[config.mk]
export PLATFORM = sky130hd
export DESIGN_NAME = cbor_integer_head_decoder
export DESIGN_NICKNAME = d
export VERILOG_FILES = /design/src/cihd_pkg.sv /design/src/cihd_front.sv /design/src/cihd_queue.sv /design/src/cihd_back.sv /design/src/cbor_integer_head_decoder.sv
export SDC_FILE = /design/constraint.sdc
export NUM_CORES = 1
export LEC_CHECK = 0
export ABC_CLOCK_PERIOD_IN_PS = 3600
export BUFFER_PORTS_ARGS = -buffer_cell sky130_fd_sc_hd__buf_4
export CAP_MARGIN = 20
export CORE_MARGIN = 3
export CORE_UTILIZATION = 45
export CTS_BUF_LIST = sky130_fd_sc_hd__clkbuf_16
export DETAILED_ROUTE_END_ITERATION = 6
export GPL_TIMING_DRIVEN = 0
export PLACE_DENSITY = 0.66
export SYNTH_ARGS = -nofsm -noshare
export SYNTH_HDL_FRONTEND = slang
export SYNTH_HIERARCHICAL = 1
export SYNTH_SLANG_ARGS = --single-unit
[constraint.sdc]
create_clock -name clock -period 3.6 [get_ports clock]
set_input_delay 0.18 -clock clock [delete_from_list [all_inputs] [get_ports clock]]
set_output_delay 0.18 -clock clock [all_outputs]
set_load 0.02 [all_outputs]
[src/cihd_pkg.sv]
// ----------------------------------------------------------------------------
// CBOR integer head decoder package
// Shared types and constants for the front, queue and back of the decoder.
// ----------------------------------------------------------------------------
`default_nettype none

package cihd_pkg;

   localparam logic [2:0] MAJOR_NEGATIVE = 3'h1;
   localparam logic [4:0] INFO_LAST_IMMEDIATE = 5'd23;
   localparam logic [4:0] INFO_LAST_SIZED = 5'd27;

   typedef enum logic [1:0] {
      ST_OK        = 2'd0,
      ST_BAD_TYPE  = 2'd1,
      ST_RESERVED  = 2'd2,
      ST_TRUNCATED = 2'd3
   } status_type;

   typedef enum logic [1:0] {
      PH_HEADER = 2'd0,
      PH_ARG    = 2'd1,
      PH_SKIP   = 2'd2
   } phase_type;

   typedef enum logic {
      OP_HEAD = 1'b0,
      OP_ARG  = 1'b1
   } op_type;

   typedef enum logic [1:0] {
      ARG_ZERO = 2'd0,
      ARG_INFO = 2'd1,
      ARG_ACC  = 2'd2
   } arg_sel_type;

   typedef struct packed {
      op_type      op;
      logic        emit;
      status_type  status;
      logic        negative;
      logic [3:0]  head_bytes;
      arg_sel_type arg_sel;
      logic [7:0]  data;
   } entry_type;

endpackage

`default_nettype wire

[src/cihd_front.sv]
// ----------------------------------------------------------------------------
// CBOR integer head decoder front
// Accepts bytes, tracks the frame phase and counters, and issues one
// classified operation per byte of the head into the queue.
// ----------------------------------------------------------------------------
`default_nettype none

module cihd_front (
   input  wire logic                 clock,
   input  wire logic                 reset,
   input  wire logic                 accept,
   input  wire logic [7:0]           data_byte,
   input  wire logic                 frame_end,
   output logic                      push,
   output cihd_pkg::entry_type       push_entry
);

   cihd_pkg::phase_type phase_ff, phase_in;
   logic       negative_ff, negative_in;
   logic [3:0] needed_ff, needed_in;
   logic [3:0] taken_ff, taken_in;

   logic [2:0] major;
   logic [4:0] info;
   logic [3:0] taken_next;
   logic       is_bad_type;
   logic       is_immediate;
   logic       is_reserved;
   logic       arg_done;

   assign major        = data_byte[7:5];
   assign info         = data_byte[4:0];
   assign taken_next   = taken_ff + 4'd1;
   assign is_bad_type  = major > cihd_pkg::MAJOR_NEGATIVE;
   assign is_immediate = info <= cihd_pkg::INFO_LAST_IMMEDIATE;
   assign is_reserved  = info > cihd_pkg::INFO_LAST_SIZED;
   assign arg_done     = taken_next >= needed_ff;

   // next state
   always_comb begin
      phase_in = phase_ff;
      if (accept) begin
         case (phase_ff)
            cihd_pkg::PH_ARG: begin
               if (arg_done) begin
                  phase_in = frame_end ? cihd_pkg::PH_HEADER : cihd_pkg::PH_SKIP;
               end else if (frame_end) begin
                  phase_in = cihd_pkg::PH_HEADER;
               end
            end
            cihd_pkg::PH_SKIP: begin
               if (frame_end) begin
                  phase_in = cihd_pkg::PH_HEADER;
               end
            end
            default: begin
               if (is_bad_type || is_immediate || is_reserved || frame_end) begin
                  phase_in = frame_end ? cihd_pkg::PH_HEADER : cihd_pkg::PH_SKIP;
               end else begin
                  phase_in = cihd_pkg::PH_ARG;
               end
            end
         endcase
      end
   end

   // outputs
   always_comb begin
      push                  = 1'b0;
      push_entry.op         = cihd_pkg::OP_HEAD;
      push_entry.emit       = 1'b0;
      push_entry.status     = cihd_pkg::ST_OK;
      push_entry.negative   = negative_ff;
      push_entry.head_bytes = 4'd1;
      push_entry.arg_sel    = cihd_pkg::ARG_ZERO;
      push_entry.data       = data_byte;
      case (phase_ff)
         cihd_pkg::PH_ARG: begin
            push          = accept;
            push_entry.op = cihd_pkg::OP_ARG;
            if (arg_done) begin
               push_entry.emit       = 1'b1;
               push_entry.arg_sel    = cihd_pkg::ARG_ACC;
               push_entry.head_bytes = needed_ff + 4'd1;
            end else if (frame_end) begin
               push_entry.emit       = 1'b1;
               push_entry.status     = cihd_pkg::ST_TRUNCATED;
               push_entry.head_bytes = taken_next + 4'd1;
            end
         end
         cihd_pkg::PH_SKIP: begin
            push = 1'b0;
         end
         default: begin
            push                = accept;
            push_entry.emit     = 1'b1;
            push_entry.negative = major[0];
            if (is_bad_type) begin
               push_entry.status   = cihd_pkg::ST_BAD_TYPE;
               push_entry.negative = 1'b0;
            end else if (is_immediate) begin
               push_entry.arg_sel = cihd_pkg::ARG_INFO;
            end else if (is_reserved) begin
               push_entry.status = cihd_pkg::ST_RESERVED;
            end else if (frame_end) begin
               push_entry.status = cihd_pkg::ST_TRUNCATED;
            end else begin
               push_entry.emit = 1'b0;
            end
         end
      endcase
   end

   // counters
   always_comb begin
      negative_in = negative_ff;
      needed_in   = needed_ff;
      taken_in    = taken_ff;
      if (accept) begin
         case (phase_ff)
            cihd_pkg::PH_ARG: begin
               taken_in = taken_next;
            end
            cihd_pkg::PH_SKIP: begin
               taken_in = taken_ff;
            end
            default: begin
               taken_in    = 4'd0;
               negative_in = is_bad_type ? 1'b0 : major[0];
               needed_in   = 4'd0;
               if (!is_bad_type && !is_immediate && !is_reserved) begin
                  needed_in = 4'd1 << info[1:0];
               end
            end
         endcase
      end
   end

   always_ff @(posedge clock) begin
      if (reset) begin
         phase_ff    <= cihd_pkg::PH_HEADER;
         negative_ff <= 1'b0;
         needed_ff   <= 4'd0;
         taken_ff    <= 4'd0;
      end else begin
         phase_ff    <= phase_in;
         negative_ff <= negative_in;
         needed_ff   <= needed_in;
         taken_ff    <= taken_in;
      end
   end

endmodule

`default_nettype wire

[src/cihd_queue.sv]
// ----------------------------------------------------------------------------
// CBOR integer head decoder queue
// Two-entry queue of classified operations between front and back.
// ----------------------------------------------------------------------------
`default_nettype none

module cihd_queue (
   input  wire logic                 clock,
   input  wire logic                 reset,
   input  wire logic                 push,
   input  wire cihd_pkg::entry_type  push_entry,
   output logic                      full,
   input  wire logic                 pop,
   output cihd_pkg::entry_type       pop_entry,
   output logic                      not_empty
);

   cihd_pkg::entry_type slot_ff [2];
   logic       wr_ptr_ff, wr_ptr_in;
   logic       rd_ptr_ff, rd_ptr_in;
   logic [1:0] count_ff, count_in;

   assign full      = count_ff == 2'd2;
   assign not_empty = count_ff != 2'd0;
   assign pop_entry = slot_ff[rd_ptr_ff];

   always_comb begin
      wr_ptr_in = push ? ~wr_ptr_ff : wr_ptr_ff;
      rd_ptr_in = pop ? ~rd_ptr_ff : rd_ptr_ff;
      count_in  = count_ff + {1'b0, push} - {1'b0, pop};
   end

   always_ff @(posedge clock) begin
      if (push) begin
         slot_ff[wr_ptr_ff] <= push_entry;
      end
   end

   always_ff @(posedge clock) begin
      if (reset) begin
         wr_ptr_ff <= 1'b0;
         rd_ptr_ff <= 1'b0;
         count_ff  <= 2'd0;
      end else begin
         wr_ptr_ff <= wr_ptr_in;
         rd_ptr_ff <= rd_ptr_in;
         count_ff  <= count_in;
      end
   end

endmodule

`default_nettype wire

[src/cihd_back.sv]
// ----------------------------------------------------------------------------
// CBOR integer head decoder back
// Builds the argument from queued operations and holds the result register.
// ----------------------------------------------------------------------------
`default_nettype none

module cihd_back (
   input  wire logic                 clock,
   input  wire logic                 reset,
   input  wire logic                 entry_valid,
   input  wire cihd_pkg::entry_type  entry,
   output logic                      pop,
   output logic                      rsp_valid,
   input  wire logic                 rsp_stall,
   output logic [1:0]                rsp_status,
   output logic                      rsp_is_negative,
   output logic [63:0]               rsp_argument,
   output logic [3:0]                rsp_head_bytes
);

   logic [63:0] acc_ff, acc_in;
   logic [63:0] shifted;
   logic        valid_ff, valid_in;
   logic [1:0]  status_ff;
   logic        negative_ff;
   logic [63:0] argument_ff, argument_in;
   logic [3:0]  head_bytes_ff;
   logic        load;

   assign shifted = {acc_ff[55:0], entry.data};
   assign pop     = entry_valid && (!entry.emit || !valid_ff || !rsp_stall);
   assign load    = pop && entry.emit;

   always_comb begin
      acc_in = acc_ff;
      if (pop) begin
         acc_in = (entry.op == cihd_pkg::OP_HEAD) ? 64'd0 : shifted;
      end
      case (entry.arg_sel)
         cihd_pkg::ARG_INFO: argument_in = {59'd0, entry.data[4:0]};
         cihd_pkg::ARG_ACC:  argument_in = shifted;
         default:            argument_in = 64'd0;
      endcase
      if (load) begin
         valid_in = 1'b1;
      end else if (!rsp_stall) begin
         valid_in = 1'b0;
      end else begin
         valid_in = valid_ff;
      end
   end

   always_ff @(posedge clock) begin
      if (reset) begin
         valid_ff <= 1'b0;
         acc_ff   <= 64'd0;
      end else begin
         valid_ff <= valid_in;
         acc_ff   <= acc_in;
      end
   end

   always_ff @(posedge clock) begin
      if (load) begin
         status_ff     <= entry.status;
         negative_ff   <= entry.negative;
         argument_ff   <= argument_in;
         head_bytes_ff <= entry.head_bytes;
      end
   end

   assign rsp_valid       = valid_ff;
   assign rsp_status      = status_ff;
   assign rsp_is_negative = negative_ff;
   assign rsp_argument    = argument_ff;
   assign rsp_head_bytes  = head_bytes_ff;

endmodule

`default_nettype wire

[src/cbor_integer_head_decoder.sv]
// ----------------------------------------------------------------------------
// CBOR integer head decoder
// Result path: the head's last byte is queued, then loaded into the result register.
// Throughput: one byte per cycle; while a result waits on rsp_stall, bytes keep
// flowing until a further result and one more entry fill the two-entry queue.
// Reset: synchronous; the decoder returns to awaiting a header byte and the
// queue and result register empty.
// ----------------------------------------------------------------------------
`default_nettype none

module cbor_integer_head_decoder (
   input  wire logic        clock,
   input  wire logic        reset,
   input  wire logic        req_valid,
   output logic             req_stall,
   input  wire logic [7:0]  req_data_byte,
   input  wire logic        req_frame_end,
   output logic             rsp_valid,
   input  wire logic        rsp_stall,
   output logic [1:0]       rsp_status,
   output logic             rsp_is_negative,
   output logic [63:0]      rsp_argument,
   output logic [3:0]       rsp_head_bytes
);

   cihd_pkg::entry_type push_entry;
   cihd_pkg::entry_type pop_entry;
   logic push;
   logic pop;
   logic full;
   logic not_empty;
   logic accept;

   assign req_stall = full;
   assign accept    = req_valid && !full;

   cihd_front u_front (
      .clock      (clock),
      .reset      (reset),
      .accept     (accept),
      .data_byte  (req_data_byte),
      .frame_end  (req_frame_end),
      .push       (push),
      .push_entry (push_entry)
   );

   cihd_queue u_queue (
      .clock      (clock),
      .reset      (reset),
      .push       (push),
      .push_entry (push_entry),
      .full       (full),
      .pop        (pop),
      .pop_entry  (pop_entry),
      .not_empty  (not_empty)
   );

   cihd_back u_back (
      .clock           (clock),
      .reset           (reset),
      .entry_valid     (not_empty),
      .entry           (pop_entry),
      .pop             (pop),
      .rsp_valid       (rsp_valid),
      .rsp_stall       (rsp_stall),
      .rsp_status      (rsp_status),
      .rsp_is_negative (rsp_is_negative),
      .rsp_argument    (rsp_argument),
      .rsp_head_bytes  (rsp_head_bytes)
   );

endmodule

`default_nettype wire

==> results.json <==
{
  "ys_types": 54,
  "path_cells": "ha_1, xnor2_1, inv_1, ha_1, nor3_1, or2_2, clkbuf_1, o21ai_0, a22oi_1",
  "antenna_found_initial": 0,
  "cts_tree": "done",
  "cts_made_buffers": 17,
  "wl_per_cell_um": 15.9,
  "grt_pass1_vias": 4968,
  "critPathCaptureType": "register",
  "vias_per_cell": 5.31,
  "synth_xor_xnor_area_share_pct": 1.22,
  "ios": 86,
  "synth_adder_area_share_pct": 2.13,
  "wl_um": 15400,
  "postCtsResizedCells": 0,
  "dp_hpwl_um": 11000,
  "critical_path_arrival_ns": 2.90,
  "grt_first_pass_wirelength_um": 24500,
  "timing.fmax_mhz": 374,
  "dieArea_um2": 18500,
  "p_per_area_nw_per_um2": 718,
  "num_rows": 46,
  "h-tree-depth": 4,
  "synth.ff_latch_count": 182,
  "worstSkewPairLatency_ns": 0.42,
  "syn_area_um2": 7620,
  "die_y_um": 136,
  "final.period_utilization_pct": 74.2,
  "syn_avg_cell_area_um2": 12.0,
  "worstSetupPathType": "reg -> reg",
  "clk_root_buffer_cell": "clkbuf_16",
  "min-delay-path-class": "in -> reg",
  "io_buffers": 84,
  "p_leak_nw": 3.38,
  "grt_usage_pct": 16.8,
  "globalRouteMet1Util_pct": 21.7,
  "core_um2": 16200,
  "synth_top_family_by_area": "simple AND/OR/NAND/NOR gates",
  "setup_viol": 0,
  "comb_power_share_pct": 29.9,
  "worst_pin_slew_ns": 0.918,
  "start_util_pct": 46.9,
  "p_int_w": 0.00443,
  "grt_use_met2_pct": 27.5,
  "p_sw_share_pct": 32.2,
  "finalPower_w": 0.00654,
  "hold_viol": 0,
  "post-route-util_pct": 56.1,
  "cp.required_ns": 3.83,
  "synth-async-reset-ratio_pct": 0,
  "synth_ff_type": "edfxtp_1",
  "fin_skew_ns": 0.00846,
  "max-slew-margin-rel_pct": 38.8,
  "dieWidth_um": 136,
  "status": "finished clean",
  "ir_worst_vdd_mv": 0.455,
  "clk_pin_slew_ns": 0.06,
  "crit_top_cell": "ha_1",
  "grt_use_met3_pct": 3.77,
  "critPathLaunchType": "register",
  "synthMuxAreaShare_pct": 3.30,
  "via_count": 5149,
  "grt.overflow.total": 0,
  "post_cts_buffers": 0,
  "clk_path_buf_depth": 2,
  "cts_sinks": 182,
  "seq_area_frac_synth_pct": 62.1,
  "first_pass_iters": 5,
  "routabilityCongestion": 0.850,
  "drv_cap": 0,
  "ctsHoldBuffers": 0,
  "power.share.clock_pct": 27.0,
  "area_delta_synth_final_pct": 19.6,
  "nets": 766,
  "synth_edf_count": 109,
  "synth_simple_gate_area_share_pct": 14.6,
  "drive_gt1_share_pct": 24.2,
  "yosysWarnings": 6,
  "cp_slowest_stage_delay_ns": 0.41,
  "synth_compound_area_share_pct": 10.9,
  "synthCells": 636,
  "drcViolationCount": 0,
  "r2r_setup_slack_ns": 0.93,
  "antennaDiodeCount": 0,
  "initialDrtViolationCount": 449,
  "grt_setup_unrepaired": "false",
  "p_seq_share_pct": 43.2,
  "cp_max_fo": 8,
  "period_needed_ns": 2.67,
  "grt_busiest_layer": "met2",
  "switching_power_w": 0.00211,
  "slew_violations": 0,
  "antenna_left": 0,
  "crit_slowest_cell": "dfxtp_1",
  "grt_max_degree": 72,
  "synth_fp_nets": 662
}
[cell usage in the layout, fill, tap and decap left out, drive strengths merged, types with 5 or more instances in the layout]
cell type  synthesis  routed
nor3               7       7
buf               34     119
xnor2              6       6
nand4             57      57
mux2              19      19
dfxtp             73      73
clkbuf            25      42
edfxtp           109     109
nor2b              5       5
ha                13      13
a21oi             67      67
o21ai             62      62
nor2              22      22
inv               17      22
nand2             12      12
and2              65      65
[metal layers]
metal | vias to the layer above | wire length [um]
met2 | 165 | 7460
met4 | 0 | 240
li1 | 2541 | -
met5 | - | 0
met3 | 19 | 871
met1 | 2424 | 6810
[worst paths after layout]
kind	start	endpoint	cells after the start
worst max register to register	u_front/taken_ff[0]	u_queue/slot_ff[0][15]	9
worst max-delay path	u_front/taken_ff[0]	u_queue/slot_ff[0][15]	9
worst min-delay path	reset	u_queue/count_ff[1]	2
worst min register to register	u_front/needed_ff[3]	u_front/needed_ff[3]	2
[power groups by stage]
stage | registers [W] | clock network, W | logic [W]
after floorplan | 0.00322 | 0 | 0.000906
after global placement | 0.00289 | 0 | 0.00192
after detailed placement | 0.00287 | 0 | 0.00196
after CTS | 0.00283 | 0.00179 | 0.00197
after global routing | 0.00286 | 0.00186 | 0.00212
final | 0.00282 | 0.00176 | 0.00195
[metrics by stage]
step	cells	setup slack, ns	hold slack (ns)	cell area, um^2	setup TNS [ns]
floorplan	636	0.140	0.252	7620	0
global placement	936	-0.555	0.447	8520	-39.10
detailed placement	937	0.915	0.462	8540	0
CTS	969	0.909	0.0144	9110	0
global route	969	0.724	0.0363	9110	0
finish	969	0.929	0.0277	9110	0
[cells in the mapped netlist (10+ instances only)]
library cell    n  share of area [%]
o21ai_1        33                2.2
mux2_4         10                2.0
nor2_1         22                1.1
o21ai_0        27                1.8
edfxtp_1      109                 43
ha_1           13                2.1
buf_2          14               0.92
clkbuf_1       21                1.0
dfxtp_1        73                 19
buf_4          12                1.2
nand2_1        12               0.59
a21oi_1        67                4.4
inv_1          16               0.79
nand4_1        57                4.7
and2_1         65                5.3
[kinds of logic (layout without fill, tap and decap cells)]
group,Yosys count,count (layout)
XOR/XNOR,9,9
AND/OR/NAND/NOR,186,186
multiplexers,19,19
buffers and inverters,76,193
flip-flops,182,182
adder cells (fa/ha/maj),13,13
AO/OA/AOI/OAI,151,151
[state kept, by name, indices dropped and copies added, names as in the netlist, 2 cells and up, named ones only]
register / count
u_back/rsp_argument: 64
u_back/acc_ff: 56
u_queue/slot_ff: 38
u_back/rsp_head_bytes: 4
u_front/needed_ff: 4
u_front/taken_ff: 4
u_back/rsp_status: 2
u_front/phase_ff: 2
u_queue/count_ff: 2
[worst max-delay path: cells and delay by family, from the launching register on]
kind	cells	cell delay, ns
compound gates	2	0.43
simple gates	2	0.37
flops	1	0.41
buf+inv	2	0.38
fa+ha+maj	2	0.53
xor+xnor	1	0.36
[area by class of cell]
| cell class | instances | area (um^2) |
|---|---|---|
| plain buffers | 59 | 378 |
| clock buffers | 17 | 425 |
| clock inverters | 15 | 141 |
| fillers | 1426 | 7120 |
| inverters | 17 | 63.8 |
| multi-input cells | 378 | 2450 |
| flip-flops and latches | 182 | 4730 |
| well taps | 216 | 270 |
| repair buffers | 85 | 646 |
Note: power is estimated with default switching activity, not from simulation.
